--- src/sv/text_console_character_writer_macros.svh ---
// ---------------------------------------------------------------------------
// text console character writer assertion macros
// shared property wrappers, clocked on clk and held off while rst_n is low
// ---------------------------------------------------------------------------
`ifndef TEXT_CONSOLE_CHARACTER_WRITER_MACROS_SVH
`define TEXT_CONSOLE_CHARACTER_WRITER_MACROS_SVH

// consequent must hold in the same cycle as the antecedent
`define TCCW_ASSERT_NOW(label, ante, cons) \
  label: assert property (@(posedge clk) disable iff (!rst_n) (ante) |-> (cons)) \
    else $error("text console check failed");

// consequent must hold in the cycle after the antecedent
`define TCCW_ASSERT_NEXT(label, ante, cons) \
  label: assert property (@(posedge clk) disable iff (!rst_n) (ante) |=> (cons)) \
    else $error("text console check failed");

`endif

--- src/sv/tccw_pkg.sv ---
// ---------------------------------------------------------------------------
// tccw_pkg
// types, constants and helpers shared by the text console writer modules
// ---------------------------------------------------------------------------
`default_nettype none

package tccw_pkg;

  // console geometry
  localparam int COLUMNS      = 80;
  localparam int ROWS         = 25;
  localparam int SCREEN_WORDS = COLUMNS * ROWS;

  // memory geometry, a power of two so addresses wrap by truncation
  localparam int ADDR_W       = 13;
  localparam int MEMORY_WORDS = 1 << ADDR_W;

  localparam int DATA_W    = 16;
  localparam int CHAR_W    = 8;
  localparam int ATTR_W    = 8;
  localparam int CMD_W     = 2;
  localparam int COL_W     = $clog2(COLUMNS + 1);
  localparam int ROW_W     = $clog2(ROWS);
  localparam int CNT_W     = $clog2(MEMORY_WORDS + 1);
  localparam int CFG_IDX_W = 1;

  // command codes
  localparam logic [CMD_W-1:0] CMD_PUT   = 2'd0;
  localparam logic [CMD_W-1:0] CMD_READ  = 2'd1;
  localparam logic [CMD_W-1:0] CMD_CLEAR = 2'd2;

  // configuration register indexes
  localparam logic [CFG_IDX_W-1:0] CFG_ATTRIBUTE  = 1'd0;
  localparam logic [CFG_IDX_W-1:0] CFG_ERASE_WORD = 1'd1;

  // reset values
  localparam logic [ATTR_W-1:0] ATTR_RESET  = 8'h07;
  localparam logic [DATA_W-1:0] ERASE_RESET = 16'h0720;

  // control codes
  localparam logic [CHAR_W-1:0] CODE_NUL = 8'h00;
  localparam logic [CHAR_W-1:0] CODE_BEL = 8'h07;
  localparam logic [CHAR_W-1:0] CODE_BS  = 8'h08;
  localparam logic [CHAR_W-1:0] CODE_TAB = 8'h09;
  localparam logic [CHAR_W-1:0] CODE_LF  = 8'h0A;
  localparam logic [CHAR_W-1:0] CODE_VT  = 8'h0B;
  localparam logic [CHAR_W-1:0] CODE_FF  = 8'h0C;
  localparam logic [CHAR_W-1:0] CODE_CR  = 8'h0D;
  localparam logic [CHAR_W-1:0] CODE_DEL = 8'h7F;

  typedef struct packed {
    logic [CMD_W-1:0]  command;
    logic [CHAR_W-1:0] char_code;
    logic [ADDR_W-1:0] read_address;
  } in_item_t;

  typedef struct packed {
    logic [DATA_W-1:0] read_data;
    logic [ADDR_W-1:0] cursor_address;
    logic [ADDR_W-1:0] window_start;
  } out_item_t;

  typedef enum logic [2:0] {
    CH_IGNORE,
    CH_BACKSPACE,
    CH_LINE_FEED,
    CH_FORM_FEED,
    CH_RETURN,
    CH_DELETE,
    CH_PRINT
  } char_class_t;

  typedef enum logic [3:0] {
    S_INIT,
    S_IDLE,
    S_DISPATCH,
    S_READ,
    S_CLEAR,
    S_NEWLINE,
    S_BLANK_BELOW,
    S_COPY,
    S_BLANK_BASE,
    S_AFTER
  } ctrl_state_t;

  typedef enum logic [1:0] {
    AFTER_DONE,
    AFTER_RETURN,
    AFTER_PRINT
  } after_t;

  typedef enum logic [3:0] {
    OP_NONE,
    OP_READ,
    OP_PRINT,
    OP_BACKSPACE,
    OP_DELETE,
    OP_WRAP_BACK,
    OP_LINE_DOWN,
    OP_RETURN,
    OP_SCROLL_STEP,
    OP_REBASE,
    OP_HOME,
    OP_FILL_ALL,
    OP_FILL_BELOW,
    OP_FILL_BASE,
    OP_COPY_BACK
  } dp_op_t;

  typedef struct packed {
    logic   load_item;
    dp_op_t op;
    logic   finish;
    logic   finish_read;
  } dp_cmd_t;

  typedef struct packed {
    logic [CMD_W-1:0] command;
    char_class_t      char_class;
    logic             col_zero;
    logic             col_full;
    logic             last_row;
    logic             room;
    logic             sweep_busy;
    logic             slot_free;
  } dp_sts_t;

  function automatic char_class_t classify(logic [CHAR_W-1:0] code);
    char_class_t cls;
    case (code)
      CODE_NUL, CODE_BEL, CODE_TAB, CODE_VT: cls = CH_IGNORE;
      CODE_BS:  cls = CH_BACKSPACE;
      CODE_LF:  cls = CH_LINE_FEED;
      CODE_FF:  cls = CH_FORM_FEED;
      CODE_CR:  cls = CH_RETURN;
      CODE_DEL: cls = CH_DELETE;
      default:  cls = CH_PRINT;
    endcase
    return cls;
  endfunction

endpackage

`default_nettype wire

--- src/sv/tccw_ctrl.sv ---
// ---------------------------------------------------------------------------
// tccw_ctrl
// sequencer for put, read and clear requests of the text console writer
// ---------------------------------------------------------------------------
`default_nettype none

module tccw_ctrl (
  input  wire logic              clk,
  input  wire logic              rst_n,
  input  wire logic              in_valid,
  output logic                   in_ready,
  input  wire tccw_pkg::dp_sts_t sts,
  output tccw_pkg::dp_cmd_t      cmd
);
  import tccw_pkg::*;

  ctrl_state_t state_r, state_nxt;
  after_t      after_r, after_nxt;

  always_ff @(posedge clk) begin
    if (!rst_n) begin
      state_r <= S_INIT;
      after_r <= AFTER_DONE;
    end else begin
      state_r <= state_nxt;
      after_r <= after_nxt;
    end
  end

  always_comb begin
    state_nxt       = state_r;
    after_nxt       = after_r;
    in_ready        = 1'b0;
    cmd.load_item   = 1'b0;
    cmd.op          = OP_NONE;
    cmd.finish      = 1'b0;
    cmd.finish_read = 1'b0;

    case (state_r)
      S_INIT: begin
        if (!sts.sweep_busy) state_nxt = S_IDLE;
      end

      S_IDLE: begin
        in_ready = 1'b1;
        if (in_valid) begin
          cmd.load_item = 1'b1;
          state_nxt     = S_DISPATCH;
        end
      end

      S_DISPATCH: begin
        case (sts.command)
          CMD_READ: begin
            cmd.op    = OP_READ;
            state_nxt = S_READ;
          end
          CMD_CLEAR: begin
            cmd.op    = OP_FILL_ALL;
            state_nxt = S_CLEAR;
          end
          CMD_PUT: begin
            case (sts.char_class)
              CH_PRINT: begin
                if (sts.col_full) begin
                  // deferred wrap: back to column 0, then a newline
                  cmd.op    = OP_WRAP_BACK;
                  after_nxt = AFTER_PRINT;
                  state_nxt = S_NEWLINE;
                end else if (sts.slot_free) begin
                  cmd.op     = OP_PRINT;
                  cmd.finish = 1'b1;
                  state_nxt  = S_IDLE;
                end
              end
              CH_LINE_FEED: begin
                after_nxt = AFTER_RETURN;
                state_nxt = S_NEWLINE;
              end
              CH_FORM_FEED: begin
                after_nxt = AFTER_DONE;
                state_nxt = S_NEWLINE;
              end
              CH_RETURN: begin
                if (sts.slot_free) begin
                  cmd.op     = OP_RETURN;
                  cmd.finish = 1'b1;
                  state_nxt  = S_IDLE;
                end
              end
              CH_BACKSPACE: begin
                if (sts.slot_free) begin
                  cmd.op     = sts.col_zero ? OP_NONE : OP_BACKSPACE;
                  cmd.finish = 1'b1;
                  state_nxt  = S_IDLE;
                end
              end
              CH_DELETE: begin
                if (sts.slot_free) begin
                  cmd.op     = OP_DELETE;
                  cmd.finish = 1'b1;
                  state_nxt  = S_IDLE;
                end
              end
              default: begin
                if (sts.slot_free) begin
                  cmd.finish = 1'b1;
                  state_nxt  = S_IDLE;
                end
              end
            endcase
          end
          default: begin
            if (sts.slot_free) begin
              cmd.finish = 1'b1;
              state_nxt  = S_IDLE;
            end
          end
        endcase
      end

      S_READ: begin
        if (sts.slot_free) begin
          cmd.finish      = 1'b1;
          cmd.finish_read = 1'b1;
          state_nxt       = S_IDLE;
        end
      end

      S_CLEAR: begin
        if (!sts.sweep_busy && sts.slot_free) begin
          cmd.op     = OP_HOME;
          cmd.finish = 1'b1;
          state_nxt  = S_IDLE;
        end
      end

      S_NEWLINE: begin
        if (!sts.last_row) begin
          cmd.op    = OP_LINE_DOWN;
          state_nxt = S_AFTER;
        end else if (sts.room) begin
          cmd.op    = OP_FILL_BELOW;
          state_nxt = S_BLANK_BELOW;
        end else begin
          cmd.op    = OP_COPY_BACK;
          state_nxt = S_COPY;
        end
      end

      S_BLANK_BELOW: begin
        if (!sts.sweep_busy) begin
          cmd.op    = OP_SCROLL_STEP;
          state_nxt = S_AFTER;
        end
      end

      S_COPY: begin
        if (!sts.sweep_busy) begin
          cmd.op    = OP_FILL_BASE;
          state_nxt = S_BLANK_BASE;
        end
      end

      S_BLANK_BASE: begin
        if (!sts.sweep_busy) begin
          cmd.op    = OP_REBASE;
          state_nxt = S_AFTER;
        end
      end

      S_AFTER: begin
        if (sts.slot_free) begin
          case (after_r)
            AFTER_PRINT:  cmd.op = OP_PRINT;
            AFTER_RETURN: cmd.op = OP_RETURN;
            default:      cmd.op = OP_NONE;
          endcase
          cmd.finish = 1'b1;
          state_nxt  = S_IDLE;
        end
      end

      default: begin
        state_nxt = S_IDLE;
      end
    endcase
  end

endmodule

`default_nettype wire

--- config.mk ---
export PLATFORM = sky130hd
export DESIGN_NAME = tccw_ctrl
export DESIGN_NICKNAME = d
export VERILOG_FILES = /design/src/sv/text_console_character_writer_macros.svh /design/src/sv/tccw_pkg.sv /design/src/sv/tccw_ctrl.sv
export SDC_FILE = /design/constraint.sdc
export NUM_CORES = 1
export LEC_CHECK = 0
export ABC_AREA = 0
export BUFFER_PORTS_ARGS = -buffer_cell sky130_fd_sc_hd__buf_4
export CORE_AREA = 10 10 55 57
export CTS_CLUSTER_DIAMETER = 60
export CTS_CLUSTER_SIZE = 25
export DETAILED_ROUTE_END_ITERATION = 8
export DIE_AREA = 0 0 65 67
export MAX_ROUTING_LAYER = met4
export PLACE_DENSITY = 0.64
export SYNTH_ARGS = -nofsm -noshare
export SYNTH_HDL_FRONTEND = slang
export SYNTH_SLANG_ARGS = --single-unit
--- constraint.sdc ---
create_clock -name clk -period 1.9 [get_ports clk]
set_input_delay 0.38 -clock clk [delete_from_list [all_inputs] [get_ports clk]]
set_output_delay 0.38 -clock clk [all_outputs]
set_load 0.03 [all_outputs]
==> metrics.txt, run 1 <==
initial antenna violation count=0; total power=407 uW; TritonCTS Sinks=6; remaining routing DRC violations=0; starting DRC count in detailed routing=54; Rel. slew slack=between 70% and 80%; Clock Latency Late Sink=around 0.24 ns; register area share after synthesis=14.0%; CP required=1.52 ns; number of fill cells=183; die area=~4400 sq um; EDFF count, synth=0; Syn Area/Cell=between 6 and 7 sq um; routed wire length=about 2800 microns; Mapped Area=858 sq um; first-pass GRT wire length=about 4500 microns; Placed Cells=between 150 and 200; CTS Buf Count=3; die span in y=around 67 microns; most frequent cells in the layout=34 x buf_4, 12 x a21oi_1, 10 x nand2_1, 10 x o21ai_0, 8 x nor2_1; final hold vios=0; unrepaired setup endpoints after global routing=yes; Boundary Pins=22; DRT Pass-1 Iters=4; status=finished clean; clock root buffer=clkbuf_4; max cap viols=0; Area after DPL=1120 sq um; final setup violating endpoints=0; top-area cell type share of the netlist area=14.0%; clock transition at the registers of the reported paths=roughly 0.040 ns; Reg area=130 sq um; CTS tree=done; Clock Tree Buf Depth=2; H-tree Lvls=1; largest net degree at the start of global routing=19; worst ir drop on vdd=roughly 330 uV; DR vias/cell=5.64; crit share post-route=99.9%; Total GRT Usage=13.0%; Critical Path Fanout Max=3; post-synthesis cell count=about 130; Core Rows=16; Setup TNS Final=0 ns; CP Data Arrival Time=1.52 ns; area of the multi-input gates=742 sq um; n_diodes=0; Min-Delay Path Class=input port to register; Tmin final=1.90 ns; GRT Residual Overflow=0; FMAX=527 MHz; Pins Over Slew Limit=0; worst slew pin tran=0.353 ns; hold buffers post-CTS=0; commonest non-fill, non-tap cell in the layout=buf_4; Reg2Reg Setup Slack=0.24 ns; GPL Wtd Cong=about 0.91; Yosys top cell by area=dfxtp_1; dpl hpwl=2180 microns; WL/cell=about 15 microns; final std cells w/o fill=185; #FFs+latches synth=6; Yosys warnings=0; buffers added on ports=21; startpoint class of the critical path=register; LEAKAGE=between 0.5 and 0.6 nW; die width=roughly 65 microns; via count=1043; Mapped Nets=142; CP Class=register to output port; Main synth FF type=dfxtp_1; Cell variety after synth=45; asr flop ratio synth=0%; vias in the first global route=1053; Final ANT Viol Nets=0; share of layout cells above drive strength 1=41.8%; Final #Nets=between 150 and 200; Pwr Density=322 nW/um^2; Synth-to-Final Area Change=47.2%; Clock Skews=0.00167 ns; top cells by area, synth=dfxtp_1 14%, a21oi_1 7.6%, o21ai_0 7.6%; Starting Density=44.2%; Finished Cell Area=1260 sq um; crit path capture type=output port; Core Footprint=1940 sq um
metrics by stage:
| step | hold slack, ns | utilization, % | worst slack [ns] |
|---|---|---|---|
| 5_1_grt | 0.388 | 65.1 | -0.0640 |
| 4_1_cts | 0.396 | 61.1 | -0.0266 |
| 2_1_floorplan | 0.458 | - | 0.0306 |
| 3_3_place_gp | 0.480 | 57.8 | 0.0126 |
| 6_report | 0.398 | 65.1 | 0.00140 |
| 3_5_place_dp | 0.486 | 57.8 | 0.00930 |
final timing paths:
| check | depth (start not counted) | start | endpoint |
|---|---|---|---|
| worst min-delay path | 2 | rst_n | after_r[1] |
| worst min register to register | 2 | after_r[0] | after_r[0] |
| worst max register to register | 7 | state_r[2] | state_r[0] |
| worst max-delay path | 6 | state_r[0] | cmd[1] |
final cells by class:
cell class              instances  share of cell area (%)
flip-flops and latches          6                    10.3
multi-input cells             106                    58.7
well taps                      27                    2.67
inverters                       4                    1.19
clock buffers                   3                    1.78
repair buffers                 39                    25.3
power breakdown:
part / leakage (nW) / total [mW] / internal, mW / switching (mW)
logic: 0.461 / 0.163 / 0.0745 / 0.0880
clock network: 0.0138 / 0.115 / 0.0713 / 0.0439
registers: 0.0510 / 0.130 / 0.127 / 0.00297
kinds of logic (layout without fill, tap and decap cells):
logic type	Yosys count	after routing	synth area share, %
AO/OA/AOI/OAI	47	47	35.6
adder cells (fa/ha/maj)	1	1	1.46
buffers and inverters	15	46	9.62
flip-flops	6	6	14.0
multiplexers	1	1	1.17
AND/OR/NAND/NOR	57	57	38.2
layer usage:
| metal | wire, microns | vias up | global-route usage [%] | share of wire (%) |
|---|---|---|---|---|
| li1 | - | 532 | - | - |
| met1 | 1190 | 480 | 13.4 | 42 |
| met2 | 1460 | 31 | 23.4 | 51 |
| met3 | 195 | 0 | 5.02 | 6.9 |
| met4 | 0 | 0 | 2.14 | 0 |
| met5 | 0 | - | - | 0 |
Yosys cell counts (3+ instances only):
master,count
buf_2,6
dfxtp_1,6
a21oi_1,13
or3_1,3
nor3_1,4
nand3_1,6
nor2_1,10
inv_1,4
nand2b_1,5
a211oi_1,3
nand2_1,10
o21ai_0,13
critical path, cell delays in order, from the launching register on:
cell     delay (ns)
dfxtp_2        0.35
and2b_1        0.22
and2_4         0.17
nand3_2        0.09
nor3_4         0.04
o31a_1         0.25
buf_6          0.14
sequential cells by signal (all words and copies together), names as in the netlist:
signal   count
state_r      4
after_r      2
timing repair:
action | 4_1_cts | 5_1_grt
buffers inserted | 0 | 1
pin swaps | 1 | 3
gates resized for setup | 14 | 17
endpoints found under the setup margin | 5 | 5
gates cloned | 0 | 0
No activity file was read; power rests on OpenSTA's default activity.
==> run 2, diff against run 1 <==
- ABC_AREA: 0 -> 1
- CORE_AREA: 10 10 55 57 -> 10 10 54 56
- DIE_AREA: 0 0 65 67 -> 0 0 64 66
- PLACE_DENSITY: 0.64 -> 0.65
==> run 2 against run 1 <==
Clock skew is 0.0022 ns higher. Global-route usage shrank 0.49 points. Cell count rose by 20%. Register-to-register slack better by 0.29 ns. Utilization decreased by 0.077 points. Design area decreased by 2.2%. Largest power group unchanged. Sequential power is 44% higher. Synthesized area down 4.5%. Clock power about the same. Flip-flop and latch count unchanged.
==> metrics.txt, run 2 <==
remaining routing DRC violations=0 (unchanged); net switching power=480 uW (was 135 uW); Starting Density=43.1% (was 44.2%); Critical Path Fanout Max=5 (was 3); Finished Cell Area=1240 sq um (was 1260 sq um); Sw Ratio=50.0% (was 33.1%); top cells by area, synth=nand2_1 23%, dfxtp_1 15%, nor2_1 13% (was dfxtp_1 14%, a21oi_1 7.6%, o21ai_0 7.6%); die width=64 microns (was 65 microns); pre-CTS setup slack=0.0648 ns (was 0.00930 ns); clock transition at the registers of the reported paths=0.05 ns (was 0.04 ns); Clock Latency Late Sink=0.24 ns (about the same); DRT Pass-1 Iters=5 (was 4); Reg2Reg Depth=11 (was 7); Total GRT Usage=12.5% (was 13.0%); H-tree Lvls=1 (unchanged); Area after DPL=1060 sq um (was 1120 sq um); final hold vios=0 (unchanged); n_diodes=0 (unchanged); Clock Skews=0.00384 ns (was 0.00167 ns); die area=4220 sq um (was 4360 sq um); final worst-path setup slack=0.0685 ns (was 0.00140 ns); share of layout cells above drive strength 1=35.9% (was 41.8%); via count=1154 (was 1043); Reg power frac=19.5% (was 31.8%); post-synthesis cell count=158 (was 127); cell with the most instances after synthesis=nand2_1; Final #Nets=212 (was 175); most frequent cells in the layout=46 x nand2_1, 33 x buf_4, 25 x nor2_1, 18 x inv_1, 10 x nand3_1 (was 34 x buf_4, 12 x a21oi_1, 10 x nand2_1, 10 x o21ai_0, 8 x nor2_1); most instantiated cells after synthesis=51 x nand2_1, 28 x nor2_1, 21 x inv_1, 10 x nand3_1, 8 x a21oi_1 (was 13 x a21oi_1, 13 x o21ai_0, 10 x nand2_1, 10 x nor2_1); Int Pwr=479 uW (was 272 uW); max cap viols=0 (unchanged); Yosys top cell by area=nand2_1 (was dfxtp_1); #FFs+latches synth=6 (unchanged); status=finished clean (unchanged); Clk network pwr share=12.1% (was 28.3%); unrepaired setup endpoints after global routing=yes (unchanged); initial antenna violation count=0 (unchanged); buffers added on ports=21 (unchanged); CP required=1.52 ns (about the same); Yosys warnings=0 (unchanged); LEAKAGE=0.628 nW (was 0.526 nW); worst ir drop on vdd=612 uV (was 326 uV); DR vias/cell=5.20 (was 5.64); Syn Area/Cell=5.19 sq um (was 6.76 sq um); CTS Buf Count=3 (unchanged); vias in the first global route=981 (was 1053); Pwr Density=776 nW/um^2 (was 322 nW/um^2); asr flop ratio synth=0% (unchanged); EDFF count, synth=0 (unchanged); Rel. slew slack=77.6% (was 76.3%); register area share after synthesis=14.7% (was 14.0%); Largest regs=state_r: 4 flops, after_r: 2 flops (unchanged); Main synth FF type=dfxtp_1 (unchanged); starting DRC count in detailed routing=76 (was 54); Core Footprint=1900 sq um (was 1940 sq um); Largest register FFs=4 (unchanged); crit path capture type=output port (unchanged); Min-Delay Path Depth=3 (was 2); CTS tree=done (unchanged); die span in y=66 microns (was 67 microns); top-area cell type share of the netlist area=23.4% (was 14.0%); CP Class=register to output port (unchanged); total power=959 uW (was 407 uW); commonest non-fill, non-tap cell in the layout=nand2_1 (was buf_4); clock root buffer=clkbuf_4 (unchanged); Core Rows=16 (unchanged); crit share post-route=96.4% (was 99.9%); Logic pwr share=68.4% (was 39.9%); Final ANT Viol Nets=0 (unchanged); Mapped Nets=173 (was 142); CP Data Arrival Time=1.45 ns (was 1.52 ns); WL/cell=12.8 microns (was 15.3 microns); final setup violating endpoints=0 (unchanged); worst slew pin tran=0.333 ns (was 0.353 ns); most flop-heavy register=state_r (unchanged); Mapped Area=820 sq um (was 858 sq um); first-pass GRT wire length=4280 microns (was 4540 microns); Boundary Pins=22 (unchanged); TritonCTS Sinks=6 (unchanged); routed wire length=2850 microns (was 2840 microns); GRT Residual Overflow=0 (unchanged); Cell variety after synth=25 (was 45); Synth-to-Final Area Change=50.8% (was 47.2%); Pins Over Slew Limit=0 (unchanged); Min-Delay Path Class=input port to register (unchanged); dpl hpwl=2180 microns (about the same); startpoint class of the critical path=register (unchanged); FMAX=546 MHz (was 527 MHz); Tmin final=1.83 ns (was 1.90 ns); Clock Tree Buf Depth=2 (unchanged); largest net degree at the start of global routing=8 (was 19); GPL Wtd Cong=0.922 (was 0.910)
## run 2: changes by cell type in the layout (fill, tap and decap cells not counted), sizes merged, moves of 7 or more
cell / before / now
nand2: 10 / 54
nand2b: 7 / 0
inv: 4 / 23
nor2: 12 / 33
## run 2: path summary, 6_finish.rpt
| kind | start | end | slack, ns |
|---|---|---|---|
| max | state_r[3] | cmd[5] | 0.07 |
| min | rst_n | state_r[0] | 0.39 |
| max reg2reg | state_r[2] | state_r[1] | 0.53 |
| min reg2reg | after_r[1] | after_r[1] | 0.51 |
## run 2: final cells by class
cell class,count,area (sq um)
Clock buffer,3,22.5
Fill cell,182,666
Inverter,23,93.8
Multi-Input combinational cell,129,693
Sequential cell,6,134
Tap cell,27,33.8
Timing Repair Buffer,34,259
## run 2: worst max-delay path, stage by stage, from the launching register on
cell	delay, ns
dfxtp_4	0.36
inv_4	0.09
nand2_2	0.09
buf_4	0.16
o21ai_4	0.17
o21ai_0	0.11
nand2_1	0.08
buf_4	0.15
## run 2: stage by stage
| stage | hold WS, ns | std cells | TNS [ns] | utilization, % |
|---|---|---|---|---|
| final | 0.385 | 222 | 0 | 65.0 |
| after global routing | 0.378 | 222 | -0.0993 | 65.0 |
| after CTS | 0.382 | 215 | -0.0383 | 57.8 |
| after detailed placement | 0.474 | 212 | 0 | 55.5 |
| after global placement | 0.467 | 212 | 0 | 55.5 |
| after floorplan | 0.442 | 158 | 0 | - |
## run 2: repair_timing
item / 4_1_cts / 5_1_grt
gates resized for setup: 11 / 26
pin swaps: 0 / 5
endpoints found under the setup margin: 5 / 5
hold buffers: 0 / 0
buffers inserted: 0 / 7
## run 2: power groups by stage
stage / Clock (mW) / Sequential, mW / Combinational [mW]
global placement: 0 / 0.169 / 0.566
CTS: 0.121 / 0.172 / 0.580
detailed placement: 0 / 0.170 / 0.564
floorplan: 0 / 0.166 / 0.364
global route: 0.129 / 0.191 / 0.718
finish: 0.116 / 0.187 / 0.656
## run 2: cell families (layout without fill, tap and decap cells)
family	after synthesis	count (layout)	synth area share (%)
simple gates	107	107	59.1
buf+inv	23	60	10.5
flops	6	6	14.7
compound gates	21	21	14.2
fa+ha+maj	1	1	1.53
## run 2: metal layers
layer	track usage (%)	routed length (microns)	vias up
met4	5.19	8	0
met3	2.03	153	2
met5	-	0	-
li1	-	-	582
met2	20.4	1440	37
met1	15.0	1240	533
==> run 3, diff against run 2 <==
--- a/config.mk
+++ b/config.mk
@@ -8,11 +8,11 @@
 export ABC_AREA = 1
 export BUFFER_PORTS_ARGS = -buffer_cell sky130_fd_sc_hd__buf_4
-export CORE_AREA = 10 10 54 56
+export CORE_AREA = 10 10 52 54
 export CTS_CLUSTER_DIAMETER = 60
 export CTS_CLUSTER_SIZE = 25
 export DETAILED_ROUTE_END_ITERATION = 8
-export DIE_AREA = 0 0 64 66
+export DIE_AREA = 0 0 62 64
 export MAX_ROUTING_LAYER = met4
-export PLACE_DENSITY = 0.65
+export PLACE_DENSITY = 0.7
 export SYNTH_ARGS = -nofsm -noshare
 export SYNTH_HDL_FRONTEND = slang
==> constraint.sdc (replaced) <==
create_clock -name clk -period 2 [get_ports clk]
set_input_delay 0.3 -clock clk [delete_from_list [all_inputs] [get_ports clk]]
set_output_delay 0.3 -clock clk [all_outputs]
set_load 0.03 [all_outputs]
==> run 3 against run 2 <==
Setup slack improved by 0.0077 ns. Via count decreased by 6.9%. Global-route usage increased by 0.96 points. Sequential power decreased by 12%. Clock power decreased by 7%. Critical endpoint is now cmd[3].
==> metrics.txt, run 3 (synthesized netlist as in run 2, its figures left out) <==
Top Metal Used=met4 (unchanged); Critical-path top delay cell=dfxtp_1 (was dfxtp_4); M1 WL=1160 microns (was 1240 microns); Clock Skews=0.00366 ns (was 0.00384 ns); Largest regs=state_r: 4 flops, after_r: 2 flops (unchanged); buffers added on ports=21 (unchanged); LEAKAGE=0.556 nW (was 0.628 nW); die span in y=64 microns (was 66 microns); die area=3970 sq um (was 4220 sq um); crit path capture type=output port (unchanged); GPL Wtd Cong=0.927 (was 0.922); CP required=1.70 ns (was 1.52 ns); dpl hpwl=2130 microns (was 2180 microns); Core Footprint=1710 sq um (was 1900 sq um); first-pass GRT wire length=4110 microns (was 4280 microns); CTS Buf Count=3 (unchanged); Synth-to-Final Area Change=29.9% (was 50.8%); Pins Over Slew Limit=0 (unchanged); DR vias/cell=5.14 (was 5.20); Clock Latency Late Sink=0.24 ns (about the same); most frequent cells in the layout=51 x nand2_1, 27 x nor2_1, 23 x buf_4, 19 x inv_1, 10 x nand3_1 (was 46 x nand2_1, 33 x buf_4, 25 x nor2_1, 18 x inv_1, 10 x nand3_1); Reg2Reg Depth=8 (was 11); worst ir drop on vdd=553 uV (was 612 uV); worst slew pin tran=0.341 ns (was 0.333 ns); met3 wire length=119 microns (was 153 microns); status=finished clean (unchanged); Boundary Pins=22 (unchanged); Clock Tree Buf Depth=2 (unchanged); DRT Pass-1 Iters=4 (was 5); Tmin final=1.92 ns; crit share post-route=96.2%; startpoint class of the critical path=register (unchanged); Rel. slew slack=77.0% (was 77.6%); die width=62 microns (was 64 microns); largest net degree at the start of global routing=8 (unchanged); clock root buffer=clkbuf_4 (unchanged); n_diodes=0 (unchanged); most flop-heavy register=state_r (unchanged); commonest non-fill, non-tap cell in the layout=nand2_1 (unchanged); routed wire length=2540 microns (was 2850 microns); Finished Cell Area=1060 sq um (was 1240 sq um); final hold vios=0 (unchanged); initial antenna violation count=0 (unchanged); most used cell, CP=o21ai_0 (was buf_4); WL/cell=12.1 microns (was 12.8 microns); Area after DPL=1010 sq um (was 1060 sq um); Min-Delay Path Class=input port to register (unchanged); max cap viols=0 (unchanged); final setup violating endpoints=0 (unchanged); Largest register FFs=4 (unchanged); H-tree Lvls=1 (unchanged); starting DRC count in detailed routing=80 (was 76); slowest stage delay, CP=0.44 ns (was 0.36 ns); Worst setup startpoint=state_r[1] (was state_r[3]); post-layout util=62.3% (was 65.0%); WL met2=1230 microns (was 1440 microns); vias in the first global route=915 (was 981); via count=1074 (was 1154); clock transition at the registers of the reported paths=0.04 ns (was 0.05 ns); Final #Nets=201 (was 212); Reg area=123 sq um (was 134 sq um); Total GRT Usage=13.5% (was 12.5%); CP Data Arrival Time=1.62 ns (was 1.45 ns); Reg2Reg Setup Slack=0.60 ns (was 0.53 ns); FMAX=520 MHz; Final ANT Viol Nets=0 (unchanged); CP Class=register to output port (unchanged); Pwr Density=745 nW/um^2 (was 776 nW/um^2); Critical Path End=cmd[3] (was cmd[5]); GRT Residual Overflow=0 (unchanged); share of layout cells above drive strength 1=24.5% (was 35.9%); Critical Path Fanout Max=6 (was 5); remaining routing DRC violations=0 (unchanged); TritonCTS Sinks=6 (unchanged); Core Rows=15 (was 16); CTS tree=done (unchanged); area of the multi-input gates=629 sq um (was 693 sq um); RR Startpoint=state_r[1] (was state_r[2]); Cell Chain, Critical Path=nand2_1 -> nor2_4 -> inv_2 -> o21ai_0 -> nor2_1 -> o21ai_0 -> buf_4 (was inv_4 -> nand2_2 -> buf_4 -> o21ai_4 -> o21ai_0 -> nand2_1 -> buf_4); Starting Density=48.0% (was 43.1%); FF-to-FF End=state_r[1] (unchanged); number of fill cells=196 (was 182)
run 3: changes by cell type in the layout (fill, tap and decap cells not counted), sizes merged:
cell	delta
buf	-11
run 3: report_power, final:
group          internal [mW]  total [mW]  switching [mW]
Combinational          0.180       0.521           0.340
Clock                 0.0676       0.108          0.0399
Sequential             0.140       0.165          0.0247
run 3: how the worst min path moves through the flow:
stage | start | to | cells after the start
after floorplan | rst_n | state_r[0] | 2
after global placement | after_r[0] | after_r[0] | 2
after detailed placement | after_r[0] | after_r[0] | 2
after CTS | rst_n | state_r[0] | 3
after global routing | rst_n | state_r[0] | 3
final | rst_n | state_r[0] | 3
run 3: repair_timing:
item,CTS,global route
buffers inserted,0,2
hold buffers,0,0
gates resized for setup,2,6
endpoints found under the setup margin,1,5
pin swaps,0,1
run 3: worst max-delay path, delay by kind of cell, from the launching register on:
family / cells / cell delay [ns]
DFF: 1 / 0.44
and+or+nand+nor: 3 / 0.40
AOI/OAI and AO/OA: 2 / 0.30
buffers and inverters: 2 / 0.25
run 3: per-layer routing:
metal,GRT usage (%),up-vias
met5,-,-
met3,2.17,4
met4,4.75,0
met1,18.3,489
met2,19.4,24
li1,-,557
run 3: final cells by class:
| type | count | area share, % |
|---|---|---|
| Tap cell | 25 | 2.94 |
| Multi-Input combinational cell | 129 | 59.1 |
| Sequential cell | 6 | 11.5 |
| Inverter | 23 | 8.11 |
| Timing Repair Buffer | 23 | 16.2 |
| Clock buffer | 3 | 2.12 |
run 3: metrics by stage:
| stage | power (mW) | TNS (ns) | setup WS [ns] | instances | hold WS, ns |
|---|---|---|---|---|---|
| after floorplan | 0.502 | 0 | 0.215 | 158 | 0.426 |
| after global placement | 0.648 | 0 | 0.267 | 204 | 0.466 |
| after detailed placement | 0.645 | 0 | 0.219 | 204 | 0.472 |
| after CTS | 0.761 | 0 | 0.00894 | 207 | 0.302 |
| after global routing | 0.864 | -0.0259 | -0.0259 | 209 | 0.313 |
| final | 0.793 | 0 | 0.0762 | 209 | 0.312 |
